===== src/design/bucketed_hash_table_depth_replace_top_defines.svh =====
// Assertion macros used by the hash table top module.
`ifndef BUCKETED_HASH_TABLE_DEPTH_REPLACE_TOP_DEFINES_SVH
`define BUCKETED_HASH_TABLE_DEPTH_REPLACE_TOP_DEFINES_SVH

// The consequent must hold in the same cycle as the antecedent.
`define BHTDR_ASSERT_NOW(lbl, ante, cons, msg) \
    lbl: assert property (@(posedge i_clk) disable iff (!i_rst_n) (ante) |-> (cons)) \
        else $error(msg);

// The consequent must hold in the cycle after the antecedent.
`define BHTDR_ASSERT_NEXT(lbl, ante, cons, msg) \
    lbl: assert property (@(posedge i_clk) disable iff (!i_rst_n) (ante) |=> (cons)) \
        else $error(msg);

`endif


===== src/design/bhtdr_pkg.sv =====
// Types and constants shared by the bucketed hash table modules.
`default_nettype none
package bhtdr_pkg;

    localparam int BUCKETS_DEF      = 4096;
    localparam int WAYS_DEF         = 4;
    localparam int PAYLOAD_BITS_DEF = 32;
    localparam int QUEUE_DEPTH      = 4;
    localparam int KEY_W            = 64;
    localparam int DEPTH_W          = 8;
    localparam int PAY_W            = 32;
    localparam int HASH_W           = 32;

    localparam logic [1:0] CMD_STORE  = 2'd0;
    localparam logic [1:0] CMD_LOOKUP = 2'd1;
    localparam logic [1:0] CMD_CLEAR  = 2'd2;

    typedef struct packed {
        logic [1:0]         command;
        logic [KEY_W-1:0]   key;
        logic [DEPTH_W-1:0] depth;
        logic [PAY_W-1:0]   payload;
        logic               replace_any;
    } t_in_beat;

    typedef struct packed {
        logic               found;
        logic [KEY_W-1:0]   hit_key;
        logic [DEPTH_W-1:0] hit_depth;
        logic [PAY_W-1:0]   hit_payload;
    } t_out_beat;

    typedef struct packed {
        logic empty;
        logic full;
    } t_q_stat;

    typedef struct packed {
        logic clearing;
    } t_back_stat;

endpackage
`default_nettype wire


===== src/design/bhtdr_queue.sv =====
// Small register queue between the front end and the table engine.
`default_nettype none
module bhtdr_queue #(
    parameter int W     = 8,
    parameter int DEPTH = bhtdr_pkg::QUEUE_DEPTH
) (
    input  wire                 i_clk,
    input  wire                 i_rst_n,
    input  wire                 i_push,
    input  wire  [W-1:0]        i_data,
    input  wire                 i_pop,
    output logic [W-1:0]        o_data,
    output bhtdr_pkg::t_q_stat  o_stat
);
    import bhtdr_pkg::*;

    localparam int AW = (DEPTH > 1) ? $clog2(DEPTH) : 1;
    localparam int CW = $clog2(DEPTH + 1);

    logic [W-1:0]  r_mem [DEPTH];
    logic [AW-1:0] r_wp;
    logic [AW-1:0] r_rp;
    logic [CW-1:0] r_cnt;
    logic [CW-1:0] n_cnt;

    function automatic logic [AW-1:0] f_adv(input logic [AW-1:0] p);
        f_adv = (p == AW'(DEPTH - 1)) ? '0 : p + AW'(1);
    endfunction

    assign o_data       = r_mem[r_rp];
    assign o_stat.empty = (r_cnt == '0);
    assign o_stat.full  = (r_cnt == CW'(DEPTH));

    always_comb begin
        n_cnt = r_cnt;
        if (i_push && !i_pop) begin
            n_cnt = r_cnt + CW'(1);
        end else if (i_pop && !i_push) begin
            n_cnt = r_cnt - CW'(1);
        end
    end

    always_ff @(posedge i_clk) begin
        if (!i_rst_n) begin
            r_wp  <= '0;
            r_rp  <= '0;
            r_cnt <= '0;
        end else begin
            r_cnt <= n_cnt;
            if (i_push) begin
                r_wp <= f_adv(r_wp);
            end
            if (i_pop) begin
                r_rp <= f_adv(r_rp);
            end
        end
    end

    always_ff @(posedge i_clk) begin
        if (i_push) begin
            r_mem[r_wp] <= i_data;
        end
    end

endmodule
`default_nettype wire


===== config.mk =====
export PLATFORM = sky130hd
export DESIGN_NAME = bhtdr_queue
export DESIGN_NICKNAME = d
export VERILOG_FILES = /design/src/design/bucketed_hash_table_depth_replace_top_defines.svh /design/src/design/bhtdr_pkg.sv /design/src/design/bhtdr_queue.sv
export SDC_FILE = /design/constraint.sdc
export NUM_CORES = 1
export LEC_CHECK = 0
export ABC_AREA = 1
export BUFFER_PORTS_ARGS = -buffer_cell sky130_fd_sc_hd__buf_2
export CAP_MARGIN = 15
export CORE_ASPECT_RATIO = 0.9
export CORE_MARGIN = 3
export CORE_UTILIZATION = 50
export DETAILED_ROUTE_END_ITERATION = 7
export HOLD_SLACK_MARGIN = 0.02
export MAX_ROUTING_LAYER = met4
export PLACE_DENSITY = 0.82
export SYNTH_ARGS = -nofsm -noshare
export SYNTH_HDL_FRONTEND = slang
export SYNTH_SLANG_ARGS = --single-unit

===== constraint.sdc =====
create_clock -name i_clk -period 3.5 [get_ports i_clk]
set_input_delay 0 -clock i_clk [delete_from_list [all_inputs] [get_ports i_clk]]
set_output_delay 0 -clock i_clk [all_outputs]
set_load 0.05 [all_outputs]

==> results.txt, run 1 <==
Outcome - finished, final reports clean
Slew @ Worst Pin - 0.562 ns
Syn Nets - 154
TNS Setup - 0 ns
Cell Area, Placed - 1790 um^2
Routed Antenna Nets - 0
DR WL/cell - 14.3 um
Synth warnings - 0
Worst-Skew Late Latency - 0.28 ns
Die Area - 4030 um^2
Peak supply drop - 0.000358 V
Drc violations - 0
RSZ-0062 raised after global routing - no
Area occupied by multi-input gates - 428 um^2
Fin area - 1960 um^2
Die width - 66.6 um
Number of antenna diodes - 0
Cells after synthesis - 135
Die Y - 60.5 um
PD cells - 536 nW/um^2
Unique masters post-synth - 19
CP max stage delay - 0.68 ns
CTS sink count - 41
Metal2 WL - 1.56 mm
Max Slew Vio Count - 0
Crit path buf inv count - 2
Final Skew - 0.00323 ns
CTS tree - built
Initial cell density of the core - 53.0%
CTS resizes - 0
Critical Path RT - 3.50 ns
DRT iter0 DRCs - 72
Most common cell in the netlist - edfxtp_1
Critical path launch point type - flop
Antenna violations before repair - 0
M1 WL - 1.25 mm
Register area - 1140 um^2
#FFs+latches synth - 41
Final hold violations - 0
Clock Path Buffers - 2
Cell Chain, Critical Path - inv_2 > o21ai_0 > o22ai_1 > buf_2
Post-CTS Setup Bufs - 0
Critical path data arrival time - 1.88 ns
Ys async rst share - 0%
IO buf count - 21
Crit end category - primary output
Max-cap viol count - 0
Std cell rows - 19
Placed cells - 196
Core footprint - 3110 um^2
Synth-to-Final Area Change - 18.9%
Routed met3 length - 158 um
Root Driver - clkbuf_8
Synth Area per Inst - 12.2 um^2
Hpwl dp - 2.01 mm
F_max - 0.532 GHz
Slowest CP cell - dfxtp_1
GR Util All Layers - 17.7%
Grt ovf - 0
Via count - 1,098
Min Tclk post-route - 1.88 ns
Synth top cells by count - 32 x edfxtp_1, 22 x nor2_1, 15 x inv_1, 15 x o21ai_0, 9 x dfxtp_1
Final WL - 3.06 mm
CP delay by family, top - flip-flops
Final Instance Count excl. Fillers - 213
Pleak - 0.792 nW
Period Utilization, post-route - 53.7%
I/O pin count - 22
Setup CP Type - reg2out
Critical path fanouts, max - 17
Top post-synthesis cells by area - edfxtp_1 58%, dfxtp_1 11%, nor2_1 5.0%
DRT Pass-1 Iters - 4
Sequential share of the synthesized area - 69.1%
Max Used Layer - met4
Post-synth top flop - edfxtp_1
Number of enable flip-flop cells after synthesis - 32
H-Tree Depth - 2
Global-route wire length before repair - 5.03 mm
Vias in the first global route - 1,177
Fillers - 251
RePlAce Congestion - 0.755
Max-slew headroom - 62.5%
Core Util, Final - 63.0%
Nets - 189
Share of post-route cells with drive strength above 1 - 19.9%
Largest area contributor in the netlist - edfxtp_1
CTS buffer count - 5
Cell area after synthesis - 1650 um^2
Via density - 5.15
Area share of the largest cell type after synthesis - 58.2%
Largest net degree at the start of global routing - 18
Clock-pin slew on the worst setup and hold paths - 0.08 ns
Hold Path Class - in2reg
Final setup fails - 0
==> power by group <==
| group | total (mW) | internal (mW) | switching (mW) |
|---|---|---|---|
| clock | 0.296 | 0.138 | 0.159 |
| sequential | 0.572 | 0.552 | 0.0205 |
| combinational | 0.184 | 0.0523 | 0.132 |
==> final cells by class <==
class | count | area share, %
repair buffers | 30 | 9.94
flip-flops and latches | 41 | 58.1
well taps | 42 | 2.68
multi-input cells | 76 | 21.8
inverters | 16 | 3.06
clock buffers | 5 | 3.51
clock inverters | 3 | 0.892
==> cell usage in the layout, fill, tap and decap left out, types with 6 or more instances in the layout <==
cell / instances
edfxtp_1: 32
nor2_1: 22
buf_2: 21
inv_1: 15
o21ai_0: 15
dfxtp_1: 9
dlygate4sd3_1: 9
o22ai_1: 8
nand2_1: 8
ha_1: 6
==> through the flow <==
stage               power [mW]  hold WS (ns)  worst slack, ns
floorplan                0.711        0.0989             2.07
global placement         0.748         0.213             2.14
detailed placement       0.759         0.217             2.02
CTS                       1.06        0.0387             1.70
global route              1.10        0.0736             1.52
finish                    1.05        0.0581             1.62
==> worst register-to-register path, stage by stage (launching register included) <==
cell	delay, ns
dfxtp_1	0.36
fa_1	0.46
nand2_1	0.13
nand3_1	0.09
nand2_1	0.08
inv_1	0.04
nor2_1	0.09
==> final timing paths <==
check                              start        end  slack (ns)  cells after the start
worst max-delay path                flop  o_data[7]        1.62                      4
worst min-delay path               i_pop       flop        0.06                      3
worst max register to register  r_cnt[0]   r_cnt[2]        2.19                      6
worst min register to register   r_wp[1]    r_wp[1]        0.53                      2
==> sequential cells by signal, summed over array words and instances, names as in the netlist, named ones only <==
name   count
r_mem     32
r_cnt      3
r_rp       2
r_wp       2
==> per-layer routing <==
metal	up-vias	global-route usage, %
met1	506	18.2
met3	15	4.07
met2	38	32.1
met5	-	-
li1	539	-
met4	0	8.70
==> cells by family after synthesis <==
| kind of cell | synth area share, % |
|---|---|
| compound gates | 10.2 |
| buf+inv | 5.00 |
| flops | 69.1 |
| fa+ha+maj | 5.76 |
| simple gates | 9.47 |
| xor+xnor | 0.530 |
==> timing repair <==
action / CTS / global route
hold endpoints to repair: 37 / 0
setup endpoints to repair: 0 / 0
hold buffers: 9 / 0
Power figures use the tool's default switching activity.
==> inputs of run 2 (changes only) <==
==> constraint.sdc (replaced) <==
create_clock -name i_clk -period 1.74 [get_ports i_clk]
set_input_delay 0 -clock i_clk [delete_from_list [all_inputs] [get_ports i_clk]]
set_output_delay 0 -clock i_clk [all_outputs]
set_load 0.05 [all_outputs]
==> run 2 against run 1 <==
  * Global-route usage decreased by 0.28 points
  * Critical endpoint is now o_data[0]
  * Cell count unchanged
  * Largest power group unchanged
  * First-iteration DRC count decreased by 43%
  * Non-clock buffer count increased by 1
  * Sequential cell count unchanged
==> results.txt, run 2 (synthesis results as in run 1) <==
Outcome - finished, final reports clean
Register-to-Register Setup Slack - 0.49 ns (-1.70 ns)
CP max stage delay - 0.40 ns (-0.28 ns)
Net Sw Power - 0.597 mW (+92%)
Max-slew headroom - 75.7% (+13 points)
Antenna violations before repair - 0 (unchanged)
Sequential power share - 51.4% (-3.0 points)
I/O pin count - 22 (unchanged)
Initial cell density of the core - 53.0% (unchanged)
Core footprint - 3110 um^2 (unchanged)
Global-route wire length before repair - 4.97 mm (-1.1%)
Switching share of power - 26.7% (-2.8 points)
Core Util, Final - 63.9% (+0.84 points)
Clock Path Buffers - 2 (unchanged)
Slew @ Worst Pin - 0.364 ns (-0.198 ns)
Critical path data arrival time - 1.58 ns (-0.30 ns)
Period Utilization, post-route - 90.5%
Drc violations - 0 (unchanged)
CTS tree - built
Std cell rows - 19 (unchanged)
Root Driver - clkbuf_8
Max reg flops - 32 (unchanged)
Final Skew - 0.00721 ns (+0.00398 ns)
Vias in the first global route - 1,140 (-3.1%)
Reg2Reg Depth - 7 (+1)
Hold Path Depth - 3 (unchanged)
Critical path fanouts, max - 9 (-8)
Largest net degree at the start of global routing - 17 (-1)
Clock-pin slew on the worst setup and hold paths - 0.07 ns (about the same)
Share of post-route cells with drive strength above 1 - 20.5% (+0.58 points)
Peak supply drop - 0.000704 V (+96%)
Die width - 66.6 um (unchanged)
Nets - 190 (+0.53%)
Grt ovf - 0 (unchanged)
Worst-Skew Late Latency - 0.29 ns (about the same)
CTS buffer count - 5 (unchanged)
Setup CP Type - reg2out
Critical path launch point type - flop
Hold_sp - i_push
Slowest CP cell - dfxtp_1
Highest-count cells in the layout ignoring fill and taps - 32 x edfxtp_1, 22 x nor2_1, 21 x buf_2
TNS Setup - 0 ns (unchanged)
Reg-to-Reg Start - r_cnt[0]
Hpwl dp - 2.02 mm (+0.61%)
Comb pwr share - 16.9% (-0.6 points)
Clk pwr share - 31.7% (+3.5 points)
R2R Path End - r_cnt[2]
DRT iter0 DRCs - 41 (-43%)
Synth-to-Final Area Change - 20.5%
Biggest register - r_mem
Most common cell after layout, fill and taps aside - edfxtp_1
Routed Antenna Nets - 0 (unchanged)
Biggest regs - r_mem (32), r_cnt (3)
Crit end category - primary output
Max-cap viol count - 0 (unchanged)
Max Slew Vio Count - 0 (unchanged)
GR Util All Layers - 17.4% (-0.28 points)
DRT Pass-1 Iters - 4 (unchanged)
Die Y - 60.5 um (unchanged)
H-Tree Depth - 2 (unchanged)
Via count - 1,087 (-1.0%)
PD cells - 1120 nW/um^2 (+110%)
RePlAce Congestion - 0.747 (-1.1%)
Critical Path RT - 1.74 ns (-1.76 ns)
Final WL - 3.02 mm (-1.2%)
RSZ-0062 raised after global routing - no
Post-CTS Setup Bufs - 0 (unchanged)
IO buf count - 21 (unchanged)
Final setup fails - 0 (unchanged)
Die Area - 4030 um^2 (unchanged)
Internal cell power - 1.64 mW (+120%)
DR WL/cell - 14.2 um (-1.2%)
CTS sink count - 41 (unchanged)
Hold Path Class - in2reg
Sink of the worst hold path - r_wp[1]
Pleak - 0.808 nW (+2.0%)
Via density - 5.10 (-1.0%)
Min Tclk post-route - 1.58 ns
Number of antenna diodes - 0 (unchanged)
Final hold violations - 0 (unchanged)
F_max - 0.635 GHz
Cell Chain, Critical Path - inv_1 > o21ai_0 > o22ai_1 > buf_2
[run 2: cell types whose count changed in the layout (fill, tap and decap cells not counted)]
| cell | delta |
|---|---|
| buf_4 | +1 |
| bufinv_16 | +1 |
| clkinv_2 | -1 |
| clkinvlp_4 | -1 |
| dfxtp_1 | -1 |
| dfxtp_2 | +1 |
[run 2: power by group through the flow]
stage          registers (mW)  logic [mW]  clock network, mW
5_1_grt                  1.16       0.411              0.765
3_5_place_dp             1.17       0.359                  0
6_report                 1.15       0.376              0.708
3_3_place_gp             1.17       0.343                  0
2_1_floorplan            1.16       0.273                  0
4_1_cts                  1.15       0.376              0.722
[run 2: cell type report]
cell class,count,area (um^2)
clock buffer,5,68.8
clock inverter,2,35.0
fill,253,1120
inverter,16,60.1
multi-input combinational,76,428
sequential,41,1140
tap,42,52.6
timing repair buffer,31,203
[run 2: what timing repair did]
| action | CTS | global route |
|---|---|---|
| endpoints found under the setup margin | 0 | 3 |
| endpoints found under the hold margin | 37 | 0 |
| gates resized for setup | 0 | 1 |
| hold buffers | 9 | 0 |
[run 2: worst max path at each step]
| stage | startpoint | endpoint | cells past startpoint |
|---|---|---|---|
| 4_1_cts | flop | o_data[3] | 4 |
| 5_1_grt | flop | o_data[0] | 4 |
| 3_3_place_gp | flop | o_data[4] | 4 |
| 6_report | flop | o_data[0] | 4 |
| 3_5_place_dp | flop | o_data[3] | 4 |
| 2_1_floorplan | r_cnt[0] | o_stat[0] | 1 |
[run 2: layer usage]
metal	track usage [%]	part of all wire [%]
met5	-	0
met4	6.96	1.3
met3	3.33	4.4
met2	29.7	51
met1	20.6	43
[run 2: through the flow]
stage	cell area [um^2]	hold slack, ns	power, mW	setup WS (ns)	instances
detailed placement	1790	0.218	1.53	0.420	197
finish	1990	0.0681	2.23	0.165	213
CTS	1990	0.0645	2.25	0.0992	213
global placement	1790	0.212	1.51	0.486	197
global route	1990	0.0817	2.33	0.0713	213
floorplan	1650	0.0989	1.43	0.309	135
[run 2: critical path: cells and delay by family (launching register included)]
kind                   cells  cell delay [ns]
DFF                        1             0.40
AOI/OAI and AO/OA          2             0.31
buffers and inverters      2             0.58
==> inputs of run 3 (changes only) <==
--- a/config.mk
+++ b/config.mk
@@ -5,11 +5,9 @@
 export SDC_FILE = /design/constraint.sdc
 export NUM_CORES = 1
 export LEC_CHECK = 0
-export ABC_AREA = 1
 export BUFFER_PORTS_ARGS = -buffer_cell sky130_fd_sc_hd__buf_2
 export CAP_MARGIN = 15
 export CORE_ASPECT_RATIO = 0.9
-export CORE_MARGIN = 3
 export CORE_UTILIZATION = 50
 export DETAILED_ROUTE_END_ITERATION = 7
 export HOLD_SLACK_MARGIN = 0.02
==> run 3 against run 2 <==
  * Die area is 14% lower
  * Sequential cell count stayed put
  * Largest cell class unchanged
  * Core utilization is 1.1 points lower
  * Clock skew is 0.0014 ns lower
  * Total power is 13% lower
==> results.txt, run 3 <==
Core Util, Final - 62.7% (-1.1 points)
Cell area after synthesis - 1620 um^2 (-2.2%)
Synth Area per Inst - 18.8 um^2 (+54%)
Antenna violations before repair - 0 (unchanged)
TNS Setup - 0 ns (unchanged)
Outcome - finished, final reports clean
Unique masters post-synth - 20 (+1)
Top post-synthesis cells by area - edfxtp_1 59%, dfxtp_1 11%, mux4_2 11%
CTS sink count - 41 (unchanged)
Critical Path RT - 2.02 ns (+0.28 ns)
Root Driver - clkbuf_4
Global-route wire length before repair - 4.00 mm (-20%)
Vias in the first global route - 891 (-22%)
Max-slew headroom - 71.8% (-3.9 points)
Register area - 1140 um^2 (-0.11%)
#FFs+latches synth - 41 (unchanged)
Crit end category - flop
Via count - 861 (-21%)
Hold Path Depth - 3 (unchanged)
Most common cell after layout, fill and taps aside - edfxtp_1
I/O pin count - 22 (unchanged)
Number of enable flip-flop cells after synthesis - 32 (unchanged)
IO buf count - 21 (unchanged)
Final setup fails - 0 (unchanged)
Hpwl dp - 1.67 mm (-17%)
Hold Path Class - in2reg
PD cells - 1010 nW/um^2 (-10%)
Syn Nets - 105 (-32%)
Die Area - 3460 um^2 (-14%)
Biggest regs - r_mem (32), r_cnt (3)
Most common cell in the netlist - edfxtp_1
RePlAce Congestion - 0.684 (-8.5%)
Critical path data arrival time - 1.97 ns (+0.39 ns)
Fillers - 225 (-11%)
CTS tree - built
Total power - 1.94 mW (-13%)
RSZ-0062 raised after global routing - no
Pleak - 0.712 nW (-12%)
Register-to-Register Setup Slack - 0.25 ns (-0.24 ns)
DR WL/cell - 14.8 um (+4.2%)
Core footprint - 3070 um^2 (-1.5%)
Biggest register - r_mem
Largest area contributor in the netlist - edfxtp_1
Via density - 5.16 (+1.0%)
Min Tclk post-route - 1.69 ns (+0.113 ns)
Slew @ Worst Pin - 0.423 ns (+0.0587 ns)
DRT Pass-1 Iters - 4 (unchanged)
Setup crit end - r_cnt[2]
GRT Max-Usage Layer - met2
Final WL - 2.47 mm (-18%)
Routed Antenna Nets - 0 (unchanged)
Final Instance Count excl. Fillers - 167 (-22%)
Place WS - 0.212 ns (-0.208 ns)
Std cell rows - 19 (unchanged)
Max Slew Vio Count - 0 (unchanged)
Met1 Use GR - 19.1% (-1.6 points)
Period Utilization, post-route - 97.0% (+6.5 points)
H-Tree Depth - 2 (unchanged)
Critical path fanouts, max - 3 (-6)
Worst-Skew Late Latency - 0.34 ns (+0.05 ns)
Peak supply drop - 0.000673 V (-4.4%)
GR Util All Layers - 17.4% (-0.086 points)
Final Skew - 0.00579 ns (-0.00142 ns)
Setup CP Type - in2reg
Drc violations - 0 (unchanged)
Die width - 61.9 um (-7.0%)
Largest net degree at the start of global routing - 13 (-4)
Cells after synthesis - 86 (-36%)
Sequential share of the synthesized area - 70.6% (+1.6 points)
Area share of the largest cell type after synthesis - 59.5% (+1.3 points)
Synth top cells by count - 32 x edfxtp_1, 9 x dfxtp_1, 8 x mux4_2, 6 x ha_1
Ys async rst share - 0% (unchanged)
Grt met2 use - 28.1% (-1.6 points)
Setup WS post-layout - 0.0518 ns (-0.113 ns)
Placed cells - 148 (-25%)
Grt met3 use - 4.19% (+0.85 points)
Nets - 143 (-25%)
Grt ovf - 0 (unchanged)
Reg2Reg Depth - 4 (-3)
Post-synth top flop - edfxtp_1
Critical path launch point type - input port
DRT iter0 DRCs - 22 (-46%)
F_max - 0.592 GHz (-6.7%)
Synth-to-Final Area Change - 19.1%
Final hold violations - 0 (unchanged)
Die Y - 55.9 um (-7.6%)
Reg-to-Reg Start - r_cnt[0]
Share of post-route cells with drive strength above 1 - 30.4% (+9.9 points)
Max-cap viol count - 0 (unchanged)
Max reg flops - 32 (unchanged)
Clock-pin slew on the worst setup and hold paths - 0.10 ns (+0.03 ns)
CP startpoint - i_pop
Synth warnings - 0 (unchanged)
Highest-count cells in the layout ignoring fill and taps - 32 x edfxtp_1, 21 x buf_2, 10 x dlygate4sd3_1
Clock Path Buffers - 2 (unchanged)
R2R Path End - r_cnt[2]
Area occupied by multi-input gates - 445 um^2 (+4.1%)
CTS buffer count - 5 (unchanged)
Initial cell density of the core - 52.7% (-0.36 points)
Number of antenna diodes - 0 (unchanged)
## run 3: changes by cell type in the layout (fill, tap and decap cells not counted), moves of 3 or more
| cell | previous run | this run |
|---|---|---|
| clkbuf_8 | 5 | 0 |
| mux4_2 | 0 | 8 |
| clkbuf_4 | 0 | 5 |
| o22ai_1 | 8 | 0 |
| mux2i_1 | 0 | 4 |
| nor2b_1 | 0 | 5 |
| and2_1 | 0 | 5 |
| inv_1 | 15 | 4 |
| nand2_1 | 8 | 0 |
| a21oi_1 | 3 | 0 |
| nor2_1 | 22 | 1 |
| o21ai_0 | 15 | 1 |
## run 3: kinds of logic after synthesis
kind of cell    after synthesis  synth area share, %
xor+xnor                      2                 1.08
compound gates                3                 1.24
fa+ha+maj                     7                 5.89
flops                        41                 70.6
buf+inv                       6                 1.94
mux                          12                 13.6
simple gates                 15                 5.58
## run 3: worst max-delay path: stages
cell,delay [ns]
dlygate4sd3_1,0.53
buf_2,0.14
inv_1,0.08
ha_2,0.18
inv_1,0.05
fa_1,0.37
xor2_1,0.16
or3_1,0.31
a21boi_1,0.14
## run 3: timing repair
| action | in CTS | in global routing |
|---|---|---|
| hold buffers | 10 | 0 |
| setup endpoints to repair | 0 | 1 |
| endpoints found under the hold margin | 41 | 0 |
| gates resized for setup | 0 | 1 |
| setup buffers | 0 | 1 |
## run 3: layout make-up
| type | count | share of cell area (%) |
|---|---|---|
| Tap cell | 42 | 2.73 |
| Timing Repair Buffer | 33 | 11.4 |
| Sequential cell | 41 | 59.3 |
| Clock inverter | 1 | 0.260 |
| Clock buffer | 7 | 2.34 |
| Multi-Input combinational cell | 39 | 23.1 |
| Inverter | 4 | 0.780 |
## run 3: stage by stage
| step | hold WS, ns | cell area (um^2) |
|---|---|---|
| after global placement | 0.209 | 1760 |
| final | 0.0322 | 1920 |
| after global routing | 0.0620 | 1920 |
| after CTS | 0.0239 | 1910 |
| after floorplan | 0.0989 | 1620 |
| after detailed placement | 0.228 | 1760 |
## run 3: how the worst min path moves through the flow
stage / end / start / slack [ns]
5_1_grt: r_wp[0] / i_push / 0.06
2_1_floorplan: r_mem[0][0] / i_data[0] / 0.1
3_5_place_dp: r_mem[0][3] / i_data[3] / 0.23
4_1_cts: r_wp[0] / i_push / 0.02
3_3_place_gp: r_mem[0][3] / i_data[3] / 0.21
6_report: r_wp[0] / i_push / 0.03
## run 3: per-layer routing
layer | wire length (um) | vias up
met5 | 0 | -
met4 | 46 | 0
met3 | 107 | 5
met2 | 1310 | 23
met1 | 1000 | 432
li1 | - | 401
## run 3: where the power goes
part / internal [mW] / switching, mW
clock network: 0.158 / 0.275
registers: 1.11 / 0.0352
logic: 0.134 / 0.228
total: 1.40 / 0.538
