File: src/design/bucketed_hash_table_depth_replace_top_defines.svh
// Assertion macros used by the hash table top module.
`ifndef BUCKETED_HASH_TABLE_DEPTH_REPLACE_TOP_DEFINES_SVH
`define BUCKETED_HASH_TABLE_DEPTH_REPLACE_TOP_DEFINES_SVH

// The consequent must hold in the same cycle as the antecedent.
`define BHTDR_ASSERT_NOW(lbl, ante, cons, msg) \
    lbl: assert property (@(posedge i_clk) disable iff (!i_rst_n) (ante) |-> (cons)) \
        else $error(msg);

// The consequent must hold in the cycle after the antecedent.
`define BHTDR_ASSERT_NEXT(lbl, ante, cons, msg) \
    lbl: assert property (@(posedge i_clk) disable iff (!i_rst_n) (ante) |=> (cons)) \
        else $error(msg);

`endif

File: src/design/bhtdr_pkg.sv
// Types and constants shared by the bucketed hash table modules.
`default_nettype none
package bhtdr_pkg;

    localparam int BUCKETS_DEF      = 4096;
    localparam int WAYS_DEF         = 4;
    localparam int PAYLOAD_BITS_DEF = 32;
    localparam int QUEUE_DEPTH      = 4;
    localparam int KEY_W            = 64;
    localparam int DEPTH_W          = 8;
    localparam int PAY_W            = 32;
    localparam int HASH_W           = 32;

    localparam logic [1:0] CMD_STORE  = 2'd0;
    localparam logic [1:0] CMD_LOOKUP = 2'd1;
    localparam logic [1:0] CMD_CLEAR  = 2'd2;

    typedef struct packed {
        logic [1:0]         command;
        logic [KEY_W-1:0]   key;
        logic [DEPTH_W-1:0] depth;
        logic [PAY_W-1:0]   payload;
        logic               replace_any;
    } t_in_beat;

    typedef struct packed {
        logic               found;
        logic [KEY_W-1:0]   hit_key;
        logic [DEPTH_W-1:0] hit_depth;
        logic [PAY_W-1:0]   hit_payload;
    } t_out_beat;

    typedef struct packed {
        logic empty;
        logic full;
    } t_q_stat;

    typedef struct packed {
        logic clearing;
    } t_back_stat;

endpackage
`default_nettype wire

File: src/design/bhtdr_front.sv
// Front end: accepts beats, drops unused commands and computes the bucket index.
`default_nettype none
module bhtdr_front #(
    parameter int BUCKETS = bhtdr_pkg::BUCKETS_DEF,
    parameter int BW      = (BUCKETS > 1) ? $clog2(BUCKETS) : 1
) (
    input  wire                  i_clk,
    input  wire                  i_rst_n,
    input  wire                  i_valid,
    output logic                 o_stall,
    input  bhtdr_pkg::t_in_beat  i_beat,
    output logic                 o_push,
    output bhtdr_pkg::t_in_beat  o_beat,
    output logic [BW-1:0]        o_bucket,
    input  bhtdr_pkg::t_q_stat   i_qstat
);
    import bhtdr_pkg::*;

    localparam int PW = HASH_W + $clog2(BUCKETS + 1);

    logic           r_vld;
    logic           n_vld;
    t_in_beat       r_beat;
    logic [BW-1:0]  r_bucket;
    logic [PW-1:0]  w_prod;
    logic           w_accept;
    logic           w_keep;

    // Bucket is the high part of the low key word scaled by the bucket count.
    assign w_prod   = PW'(i_beat.key[HASH_W-1:0]) * PW'(BUCKETS);
    assign o_push   = r_vld && !i_qstat.full;
    assign o_stall  = r_vld && i_qstat.full;
    assign w_accept = i_valid && !o_stall;
    assign o_beat   = r_beat;
    assign o_bucket = r_bucket;

    always_comb begin
        case (i_beat.command)
            CMD_STORE, CMD_LOOKUP, CMD_CLEAR: w_keep = 1'b1;
            default:                          w_keep = 1'b0;
        endcase
    end

    always_comb begin
        n_vld = r_vld;
        if (w_accept && w_keep) begin
            n_vld = 1'b1;
        end else if (o_push) begin
            n_vld = 1'b0;
        end
    end

    always_ff @(posedge i_clk) begin
        if (!i_rst_n) begin
            r_vld <= 1'b0;
        end else begin
            r_vld <= n_vld;
        end
    end

    always_ff @(posedge i_clk) begin
        if (w_accept && w_keep) begin
            r_beat   <= i_beat;
            r_bucket <= w_prod[HASH_W +: BW];
        end
    end

endmodule
`default_nettype wire

File: config.mk
export PLATFORM = sky130hd
export DESIGN_NAME = bhtdr_front
export DESIGN_NICKNAME = d
export VERILOG_FILES = /design/src/design/bucketed_hash_table_depth_replace_top_defines.svh /design/src/design/bhtdr_pkg.sv /design/src/design/bhtdr_front.sv
export SDC_FILE = /design/constraint.sdc
export NUM_CORES = 1
export LEC_CHECK = 0
export ABC_CLOCK_PERIOD_IN_PS = 14200
export BUFFER_PORTS_ARGS = -buffer_cell sky130_fd_sc_hd__buf_2
export CAP_MARGIN = 40
export CORE_MARGIN = 5
export CORE_UTILIZATION = 44
export DETAILED_ROUTE_END_ITERATION = 7
export GPL_TIMING_DRIVEN = 0
export MAX_ROUTING_LAYER = met4
export PLACE_DENSITY = 0.9
export SYNTH_ARGS = -nofsm -noshare
export SYNTH_HDL_FRONTEND = slang
export SYNTH_SLANG_ARGS = --single-unit
File: constraint.sdc
create_clock -name i_clk -period 14.2 [get_ports i_clk]
set_clock_uncertainty 0.15 [all_clocks]
set_input_delay 2.13 -clock i_clk [delete_from_list [all_inputs] [get_ports i_clk]]
set_output_delay 2.13 -clock i_clk [all_outputs]
set_load 0.1 [all_outputs]
==> results of run 1 <==
==> final timing paths <==
check                                        start              endpoint  slack [ns]  cells after the start
worst max register to register  r_vld$_SDFFE_PN0P_  o_beat[22]$_DFFE_PP_       12.27                      4
worst max-delay path                    i_qstat[0]                o_push        9.08                      3
worst min-delay path            r_vld$_SDFFE_PN0P_    r_vld$_SDFFE_PN0P_        0.49                      2
worst min register to register  r_vld$_SDFFE_PN0P_    r_vld$_SDFFE_PN0P_        0.49                      2
==> worst max-delay path, delay by kind of cell <==
family | cells | cell delay, ns
buffers and inverters | 2 | 0.51
and+or+nand+nor | 1 | 0.19
==> registers in the layout, indices dropped and copies added, names as in the netlist <==
| register | count |
|---|---|
| r_vld | 1 |
| o_beat | 107 |
==> power by group <==
part	total [mW]	switching, mW	internal [mW]
Combinational	0.189	0.161	0.0282
Clock	0.191	0.0927	0.0979
Sequential	0.377	0.00457	0.372
Total	0.757	0.258	0.498
==> logic make-up after synthesis <==
group	count (synthesis)	synth area share (%)
AOI/OAI and AO/OA	2	0.558
buffers and inverters	12	2.68
DFF	108	96.1
and+or+nand+nor	3	0.707
==> cells in the final DEF, fill, tap and decap left out <==
cell type,count
clkinv_2,2
buf_4,12
o21a_1,1
and2b_2,1
buf_2,231
a21boi_2,1
clkinvlp_4,1
dfxtp_1,1
bufinv_16,2
edfxtp_1,107
buf_12,2
clkbuf_8,9
buf_16,1
and2_4,1
nor2b_4,1
clkbuf_1,1
==> per-layer routing <==
metal | routed length (um) | vias up
li1 | - | 966
met1 | 2840 | 1000
met2 | 4350 | 151
met3 | 810 | 10
met4 | 88 | 0
met5 | 0 | -
==> cell type report <==
cell class | count | share of cell area (%)
sequential | 108 | 65.6
timing repair buffer | 234 | 24.8
clock buffer | 10 | 2.59
tap | 99 | 2.51
buffer | 12 | 1.83
clock inverter | 5 | 1.57
multi-input combinational | 5 | 1.02
==> through the flow <==
stage	hold slack, ns	power (mW)	worst slack, ns
detailed placement	0.466	0.575	9.08
finish	0.494	0.757	9.08
global route	0.520	0.784	9.07
floorplan	0.624	0.538	6.35
CTS	0.497	0.766	9.07
global placement	0.438	0.572	5.09
==> metrics.md, run 1 <==
| Metric | Value |
|---|---|
| Critical path required time | ~12 ns |
| Largest net degree at the start of global routing | 37 |
| Min-delay worst type | reg2reg |
| Slowest cell on the critical path | buf_2 |
| Final Util | between 60% and 70% |
| IO Pins | between 200 and 250 |
| Crit start category | input pin |
| Starting Density | a little under half |
| DRT Pass-1 Iters | 4 |
| RSZ-0062 raised after global routing | false |
| Max-slew violation count | 0 |
| Die height | slightly below 100 um |
| FMAX | 0.195 GHz |
| Via Count | 2127 |
| Leakage Power | about 2.2 nW |
| CTS buffer count | 9 |
| DRC viols | 0 |
| Status | finished, final reports clean |
| Multi-input combinational cell area | around 50 um^2 |
| Finished Layout Cells | ~470 |
| Final GP Congestion | roughly 0.8 |
| WS Path Type | in2out |
| Mapped cell area | approximately 3400 um^2 |
| Post-CTS sizing | 0 |
| Cts hold-fix bufs | 0 |
| Worst EP arrival | around 2.8 ns |
| PD cells | 154 nW/um^2 |
| Vias per cell | around 4.5 |
| Post-synth EDFFs | between 100 and 150 |
| IO Port Bufs | 231 |
| Cell with the most instances after synthesis | edfxtp_1 |
| Fin Setup TNS | 0 ns |
| Total length of routed wires | about 8000 um |
| Total overflow reported by the global router | 0 |
| CTS Sinks | ~110 |
| Area leader, netlist | edfxtp_1 |
| Layout fillers | between 500 and 600 |
| Share of layout cells above drive strength 1 | a little over 70% |
| Worst path cell trace | buf_2 > and2b_2 > buf_2 |
| Worst path max stage delay | roughly 0.41 ns |
| Final setup viols | 0 |
| FF+latch area | around 3200 um^2 |
| Seq/Total Area, Yosys | a little over nine tenths |
| Post-synth ARST share | 0% |
| Area grow syn2layout | 46.4% |
| Most frequent cells after synthesis | edfxtp_1 (107), buf_4 (12) |
| Most used cell, CP | buf_2 |
| Crit. End Element | output port |
| Global-route wire length before repair | between 10000 and 15000 um |
| Rel. slew slack | a little under three fifths |
| WL/cell | 17.1 um |
| Final nets | 482 |
| Worst-path clk slew | 0.09 ns |
| CTS H-tree depth | 3 |
| GR Util met3 | 5.31% |
| Yosys warns | 0 |
| Final Hold Vio Count | 0 |
| Initial antenna violation count | 0 |
| Global Route met1 Usage | 18.5% |
| Peak VDD IR | 0.0889 mV |
| Latest clock arrival within the worst-skew pair | roughly 0.34 ns |
| Root buffer cell | clkbuf_8 |
| Clock Tree Buf Depth | 2 |
| Met2 usage | between 30% and 40% |
| Setup bufs post-CTS | 0 |
| Syn Nets | about 240 |
| Die width | 97.5 um |
| CTS tree | yes |
| Row cnt | 31 |
| Synth area leaders | edfxtp_1 (95%), buf_4 (2.7%), dfxtp_1 (0.59%) |
| Number of global-route vias before repair | 2294 |
| GRT Overall Usage | between 10% and 20% |
| Initial drt markers | between 80 and 90 |
| Main synth FF type | edfxtp_1 |
| CP Max Fanout | 2 |
| Number of unique standard cell types used by synthesis | 8 |
| MaxCap Viol Count | 0 |
| Core box area | 7370 um^2 |
| Post-Place Cells | 458 |
| Die area | 9500 um^2 |
| Crit path time final | between 5 and 6 ns |
| Antenna Cells | 0 |
| Synth top area share | between 90% and 100% |
| Mean Syn Cell Area | 26.9 um^2 |
| #FFs+latches synth | about 110 |
| Fin area | between 4000 and 5000 um^2 |
| Remaining antenna violation count after routing | 0 |
| Top Usage Layer GRT | met2 |
| Area after DPL | ~4700 um^2 |
| Worst-margin pin slew | roughly 0.65 ns |
| Post-Synthesis Cells | 125 |
| Final period util | between 30% and 40% |
No activity file was read; power rests on OpenSTA's default activity.
==> inputs of run 2 (changes only) <==
- ABC_AREA: not set -> 1
- ABC_CLOCK_PERIOD_IN_PS: 14200 -> 4700
- CORE_UTILIZATION: 44 -> 37
- PLACE_DENSITY: 0.9 -> 0.81
- clock period: 14.2 -> 4.7 ns (I/O delays scaled with it)
==> metrics.md, run 2 <==
| Metric | Value |
|---|---|
| Number of unique standard cell types used by synthesis | 9 (+1) |
| PD cells | 451 nW/um^2 (+190%) |
| #FFs+latches synth | 108 (unchanged) |
| CTS tree | yes |
| Fin Setup TNS | 0 ns (unchanged) |
| Min-delay worst type | reg2reg |
| Crit. End Element | output port |
| Leakage Power | 2.14 nW (-0.61%) |
| Seq/Total Area, Yosys | 96.1% (about the same) |
| DR WL met2 | 4350 um (-0.18%) |
| Max-slew violation count | 0 (unchanged) |
| Final GP Congestion | 0.726 (-9.4%) |
| Cts hold-fix bufs | 0 (unchanged) |
| Synth top area share | 95.5% (about the same) |
| Most used cell, CP | buf_2 |
| Rel. slew slack | 63.7% (+7.1 points) |
| GRT Overall Usage | 15.0% (-2.3 points) |
| CP Max Fanout | 2 (unchanged) |
| Final Hold Vio Count | 0 (unchanged) |
| Worst path max stage delay | 0.43 ns (+0.02 ns) |
| CTS Sinks | 108 (unchanged) |
| Area after DPL | 4720 um^2 (about the same) |
| Most frequent cells in the layout | buf_2 (231), edfxtp_1 (107), buf_4 (12) |
| RSZ-0062 raised after global routing | false |
| R2R cell count | 5 (+1) |
| Antenna Cells | 0 (unchanged) |
| DR WL met3 | 1040 um (+28%) |
| Crit path setup slack, layout | 2.46 ns (-6.62 ns) |
| Remaining antenna violation count after routing | 0 (unchanged) |
| Root buffer cell | clkbuf_8 |
| Initial drt markers | 83 (-2.4%) |
| Worst EP arrival | 1.38 ns (-1.46 ns) |
| IO Pins | 233 (unchanged) |
| Family with the most delay on the worst path | buffers and inverters |
| Syn Nets | 241 (+1.7%) |
| Row cnt | 34 (+9.7%) |
| Hold Path Depth | 2 (unchanged) |
| Final period util | between 40% and 50% |
| Mapped cell area | 3360 um^2 (about the same) |
| DP Wirelength | 6630 um |
| Status | finished, final reports clean |
| Die width | 105 um (+8.1%) |
| Initial antenna violation count | 0 (unchanged) |
| Final setup viols | 0 (unchanged) |
| Peak VDD IR | 0.265 mV (+200%) |
| Largest net degree at the start of global routing | 36 (-2.7%) |
| CTS buffer count | 9 (unchanged) |
| Worst-margin pin slew | 0.549 ns (-0.102 ns) |
| Synth area leaders | edfxtp_1 (96%), buf_4 (2.7%), dfxtp_1 (0.60%) |
| WHS | 0.343 ns (-0.151 ns) |
| Post-synth ARST share | 0% (unchanged) |
| Reg-to-reg slack, setup | 2.95 ns (-9.32 ns) |
| Clock Tree Buf Depth | 2 (unchanged) |
| Setup bufs post-CTS | 0 (unchanged) |
| CTS H-tree depth | 3 (unchanged) |
| Via Count | 2119 (-0.38%) |
| Die height | 105 um (+8.1%) |
| DRC viols | 0 (unchanged) |
| Met1 WL | 2780 um (-1.8%) |
| Hold path start | r_vld$_SDFFE_PN0P_ |
| Area grow syn2layout | 45.5% |
| Crit start category | input pin |
| Fin area | 4890 um^2 (-0.64%) |
| Max FFs per register | 107 (unchanged) |
| RR Startpoint | r_vld$_SDFFE_PN0P_ |
| Die area | 11100 um^2 (+17%) |
| Critical path required time | 3.85 ns (-8.07 ns) |
| Worst path cell trace | buf_2 > nand2_2 > inv_2 > buf_2 |
| Main synth FF type | edfxtp_1 |
| Final nets | 486 (+0.83%) |
| Mean Syn Cell Area | 26.1 um^2 (-3.1%) |
| Total length of routed wires | 8290 um (+2.4%) |
| Yosys warns | 0 (unchanged) |
| WS Path Type | in2out |
| Share of layout cells above drive strength 1 | 70.1% (-0.48 points) |
| Hold Path Sink | r_vld$_SDFFE_PN0P_ |
| Global-route wire length before repair | 12200 um (+0.40%) |
| Total overflow reported by the global router | 0 (unchanged) |
| Highest metal used | met4 |
| Post-synth EDFFs | 107 (unchanged) |
| Final Power | 2.21 mW (+190%) |
| Post-Place Cells | 471 (+2.8%) |
| Vias per cell | 4.36 (-3.0%) |
| Post-Synthesis Cells | 129 (+3.2%) |
| Slowest cell on the critical path | buf_2 |
| Final Util | 55.6% (-11 points) |
| Area leader, netlist | edfxtp_1 |
| DRT Pass-1 Iters | 4 (unchanged) |
| Post-CTS sizing | 0 (unchanged) |
| Worst-path clk slew | 0.10 ns (about the same) |
| MaxCap Viol Count | 0 (unchanged) |
| Pre-CTS setup slack | 2.38 ns (-6.69 ns) |
| R2R Path End | o_beat[83]$_DFFE_PP_ |
| Starting Density | 38.2% (-7.5 points) |
| Crit path time final | between 2 and 2.5 ns |
| Finished Layout Cells | 486 (+2.7%) |
| CP Buf/Inv Count | 3 (+1) |
| WL/cell | 17.0 um (-0.29%) |
| FMAX | between 0.4 and 0.5 GHz |
| IO Port Bufs | 231 (unchanged) |
| Core box area | 8810 um^2 (+19%) |
| Most frequent cells after synthesis | edfxtp_1 (107), buf_4 (12), inv_1 (2), nand2_1 (2), nor2_1 (2) |
| Commonest non-fill, non-tap cell in the layout | buf_2 |
| Latest clock arrival within the worst-skew pair | 0.35 ns (about the same) |
| Cell with the most instances after synthesis | edfxtp_1 |
| Number of global-route vias before repair | 2306 (+0.52%) |
==> run 2: worst reg2reg max path: stages, from the launching register on <==
cell and delay (ns):
dfxtp_1 0.33, nand2_2 0.08, inv_2 0.06, nor2_4 0.33, buf_12 0.26, buf_12 0.24
==> run 2: routing by layer <==
metal	global-route usage (%)	vias up
met4	5.34	0
met1	14.9	972
met5	-	-
li1	-	977
met2	26.4	160
met3	6.36	10
==> run 2: worst max path at each step <==
stage	cells after the start	end	from
6_report	4	o_stall	i_qstat[0]
5_1_grt	4	o_stall	i_qstat[0]
4_1_cts	4	o_stall	i_qstat[0]
3_5_place_dp	6	o_beat[24]$_DFFE_PP_	i_beat[105]
3_3_place_gp	4	o_beat[20]$_DFFE_PP_	i_beat[105]
2_1_floorplan	3	o_beat[0]$_DFFE_PP_	i_qstat[0]
==> run 2: where the power goes <==
| group | internal, mW | switching [mW] |
|---|---|---|
| Clock | 0.195 | 0.302 |
| Sequential | 1.12 | 0.0141 |
| Combinational | 0.0830 | 0.488 |
==> run 2: layout make-up <==
| type | count | area (um^2) |
|---|---|---|
| fillers | 694 | 3910 |
| flip-flops and latches | 108 | 3230 |
| repair buffers | 234 | 1220 |
| well taps | 108 | 135 |
| clock buffers | 9 | 124 |
| plain buffers | 12 | 90.1 |
| clock inverters | 6 | 47.5 |
| multi-input cells | 6 | 37.5 |
| inverters | 3 | 11.3 |
==> run 2: cell families after synthesis <==
logic type | synth area share, %
flip-flops | 96.1
AO/OA/AOI/OAI | 0.260
buffers and inverters | 3.01
AND/OR/NAND/NOR | 0.632
==> inputs of run 3 (changes only) <==
- ABC_CLOCK_PERIOD_IN_PS: 4700 -> 1900
- clock period: 4.7 -> 1.9 ns (I/O delays scaled with it)
==> metrics.md, run 3 <==
| Metric | Value |
|---|---|
| DP Wirelength | 6410 um (-3.2%) |
| CTS buffer count | 9 (unchanged) |
| Root buffer cell | clkbuf_8 |
| Halt Stage | clock tree synthesis (4_1_cts) |
| Status | aborted with a tool error |
| Post-Synthesis Cells | 129 (unchanged) |
| Post-CTS sizing | 0 (unchanged) |
| Yosys warns | 0 (unchanged) |
| Post-synth ARST share | 0% (unchanged) |
| Clock Tree Buf Depth | 2 (unchanged) |
| Mean Syn Cell Area | 26.1 um^2 (unchanged) |
| CTS H-tree depth | 3 (unchanged) |
| Seq/Total Area, Yosys | 96.1% (unchanged) |
| #FFs+latches synth | 108 (unchanged) |
| Area leader, netlist | edfxtp_1 |
| Row cnt | 34 (unchanged) |
| Most frequent cells after synthesis | edfxtp_1 (107), buf_4 (12), inv_1 (2), nand2_1 (2), nor2_1 (2) |
| IO Port Bufs | 231 (unchanged) |
| IO Pins | 233 (unchanged) |
| Synth area leaders | edfxtp_1 (96%), buf_4 (2.7%), dfxtp_1 (0.60%) |
| Main synth FF type | edfxtp_1 |
| Starting Density | 38.2% (unchanged) |
| Error | [ERROR RSZ-0060] Max buffer count reached. |
| Syn Nets | 241 (unchanged) |
| Number of unique standard cell types used by synthesis | 9 (unchanged) |
| Setup bufs post-CTS | 0 (unchanged) |
| Final GP Congestion | 0.711 (-2.0%) |
| Cts hold-fix bufs | 101 (+101) |
| Die width | 105 um (unchanged) |
| Cell with the most instances after synthesis | edfxtp_1 |
| Die height | 105 um (unchanged) |
| Post-synth EDFFs | 107 (unchanged) |
| Synth top area share | 95.5% (unchanged) |
| Mapped cell area | 3360 um^2 (unchanged) |
| CTS Sinks | 108 (unchanged) |
[run 3: cell families after synthesis]
| family | share of synthesized area [%] |
|---|---|
| buf+inv | 3.01 |
| flops | 96.1 |
| simple gates | 0.632 |
| compound gates | 0.260 |
[run 3: per-stage QoR]
stage	setup slack (ns)	cell area [um^2]	TNS [ns]	cells	hold WS, ns
floorplan	-0.752	3390	-80.44	129	0.234
global placement	-1.33	4680	-141.90	468	0.311
detailed placement	-0.284	4750	-11.99	471	0.313
==> inputs of run 4 (changes only) <==
- ABC_CLOCK_PERIOD_IN_PS: 1900 -> 2500
- CORE_UTILIZATION: 37 -> 40
- MAX_ROUTING_LAYER: met4 -> not set
- PLACE_DENSITY: 0.81 -> not set
- PLACE_DENSITY_LB_ADDON: not set -> 0.15
- clock period: 1.9 -> 2.5 ns (I/O delays scaled with it)
==> metrics.md, run 4 (synthesis results as in run 2) <==
| Metric | Value |
|---|---|
| Final Hold Vio Count | 0 |
| Die area | just over 10000 um^2 |
| Leakage Power | ~2.2 nW |
| Worst-margin pin slew | between 0.5 and 0.6 ns |
| Total length of routed wires | 7890 um |
| IO Pins | 233 (unchanged) |
| Die width | 102 um (-3.5%) |
| Remaining antenna violation count after routing | 0 |
| DRT Pass-1 Iters | 4 |
| Via Count | slightly above 2000 |
| Row cnt | 33 (-2.9%) |
| PD cells | about 850 nW/um^2 |
| Number of global-route vias before repair | 2163 |
| WS Path Type | reg2out |
| Clock Tree Buf Depth | 2 (unchanged) |
| Worst EP arrival | 1.37 ns |
| DRC viols | 0 |
| GRT Overall Usage | between 10% and 20% |
| CP Max Fanout | 2 |
| Peak VDD IR | around 0.43 mV |
| Largest net degree at the start of global routing | 31 |
| Most frequent cells in the layout | buf_2 (231), edfxtp_1 (107), buf_4 (12) |
| Cts hold-fix bufs | 0 (-100%) |
| WL/cell | around 16 um |
| Rel. slew slack | about three fifths |
| Final Power | about 4.3 mW |
| FMAX | roughly 0.53 GHz |
| Vias per cell | around 4.3 |
| Min-delay worst type | in2reg |
| RSZ-0062 raised after global routing | false |
| Final Util | about three fifths |
| Max-slew violation count | 0 |
| Post-CTS sizing | 0 (unchanged) |
| MaxCap Viol Count | 0 |
| Final period util | approximately three quarters |
| Die height | 102 um (-3.5%) |
| Final nets | roughly 490 |
| Root buffer cell | clkbuf_8 |
| Setup bufs post-CTS | 0 (unchanged) |
| CTS buffer count | 9 (unchanged) |
| CTS H-tree depth | 3 (unchanged) |
| Initial drt markers | 83 |
| CTS tree | yes |
| Crit path setup slack, layout | between 0.6 and 0.7 ns |
| Latest clock arrival within the worst-skew pair | ~0.34 ns |
| Critical path required time | slightly below 2 ns |
| Max FFs per register | roughly 110 |
| Crit start category | flop |
| Commonest non-fill, non-tap cell in the layout | buf_2 |
| Share of layout cells above drive strength 1 | a little over two thirds |
| Status | finished, final reports clean |
| Final setup viols | 0 |
| Core box area | approximately 8200 um^2 |
| Crit. End Element | output port |
| Starting Density | 40.9% (+2.7 points) |
| Worst-path clk slew | 0.11 ns |
| Antenna Cells | 0 |
| Final GP Congestion | 0.713 (+0.28%) |
| Initial antenna violation count | 0 |
| IO Port Bufs | 231 (unchanged) |
| Pre-CTS setup slack | 0.418 ns (+0.703 ns) |
| Total overflow reported by the global router | 0 |
| Global-route wire length before repair | 10800 um |
| Area grow syn2layout | 48.3% |
| CTS Sinks | 108 (unchanged) |
| Crit path time final | 1.90 ns |
run 4: cell type report:
type                       count  area (um^2)
multi-input combinational      6         56.3
sequential                   108         3230
tap                          105          131
clock buffer                   9          124
buffer                        12         90.1
inverter                       3         23.8
fill                         669         3230
timing repair buffer         235         1260
clock inverter                 7         73.8
run 4: where the power goes:
| group | leakage [nW] | internal [mW] | total, mW | switching (mW) |
|---|---|---|---|---|
| Clock | 0.102 | 0.469 | 1.03 | 0.566 |
| Sequential | 1.03 | 2.11 | 2.14 | 0.0252 |
| Combinational | 1.05 | 0.168 | 1.09 | 0.919 |
| Total | 2.17 | 2.75 | 4.26 | 1.51 |
run 4: routing by layer:
| metal | up-vias | GRT usage (%) | part of all wire [%] |
|---|---|---|---|
| met1 | 947 | 13.9 | 32 |
| met4 | 0 | 6.03 | 1.8 |
| met3 | 13 | 6.20 | 13 |
| met5 | - | 0 | 0 |
| met2 | 130 | 26.6 | 54 |
| li1 | 979 | - | - |
run 4: path summary, 6_finish.rpt:
| path | from | depth (start not counted) | end | slack (ns) |
|---|---|---|---|---|
| max | r_vld$_SDFFE_PN0P_ | 3 | o_stall | 0.60 |
| min | i_beat[49] | 1 | o_beat[49]$_DFFE_PP_ | 0.04 |
| max reg2reg | r_vld$_SDFFE_PN0P_ | 5 | o_beat[71]$_DFFE_PP_ | 0.63 |
| min reg2reg | r_vld$_SDFFE_PN0P_ | 2 | r_vld$_SDFFE_PN0P_ | 0.43 |
run 4: metrics by stage:
step,cells,cell area (um^2),hold WS [ns],TNS (ns)
finish,485,4990,0.0355,0
global route,485,4990,0.00500,0
CTS,485,4990,0.0144,0
detailed placement,469,4790,0.403,0
global placement,465,4690,0.397,-91.95
floorplan,129,3400,0.324,-18.25
run 4: worst max-delay path, cell delays in order, from the launching register on:
cell	delay (ns)
dfxtp_1	0.45
nand2_8	0.10
inv_12	0.06
buf_2	0.42
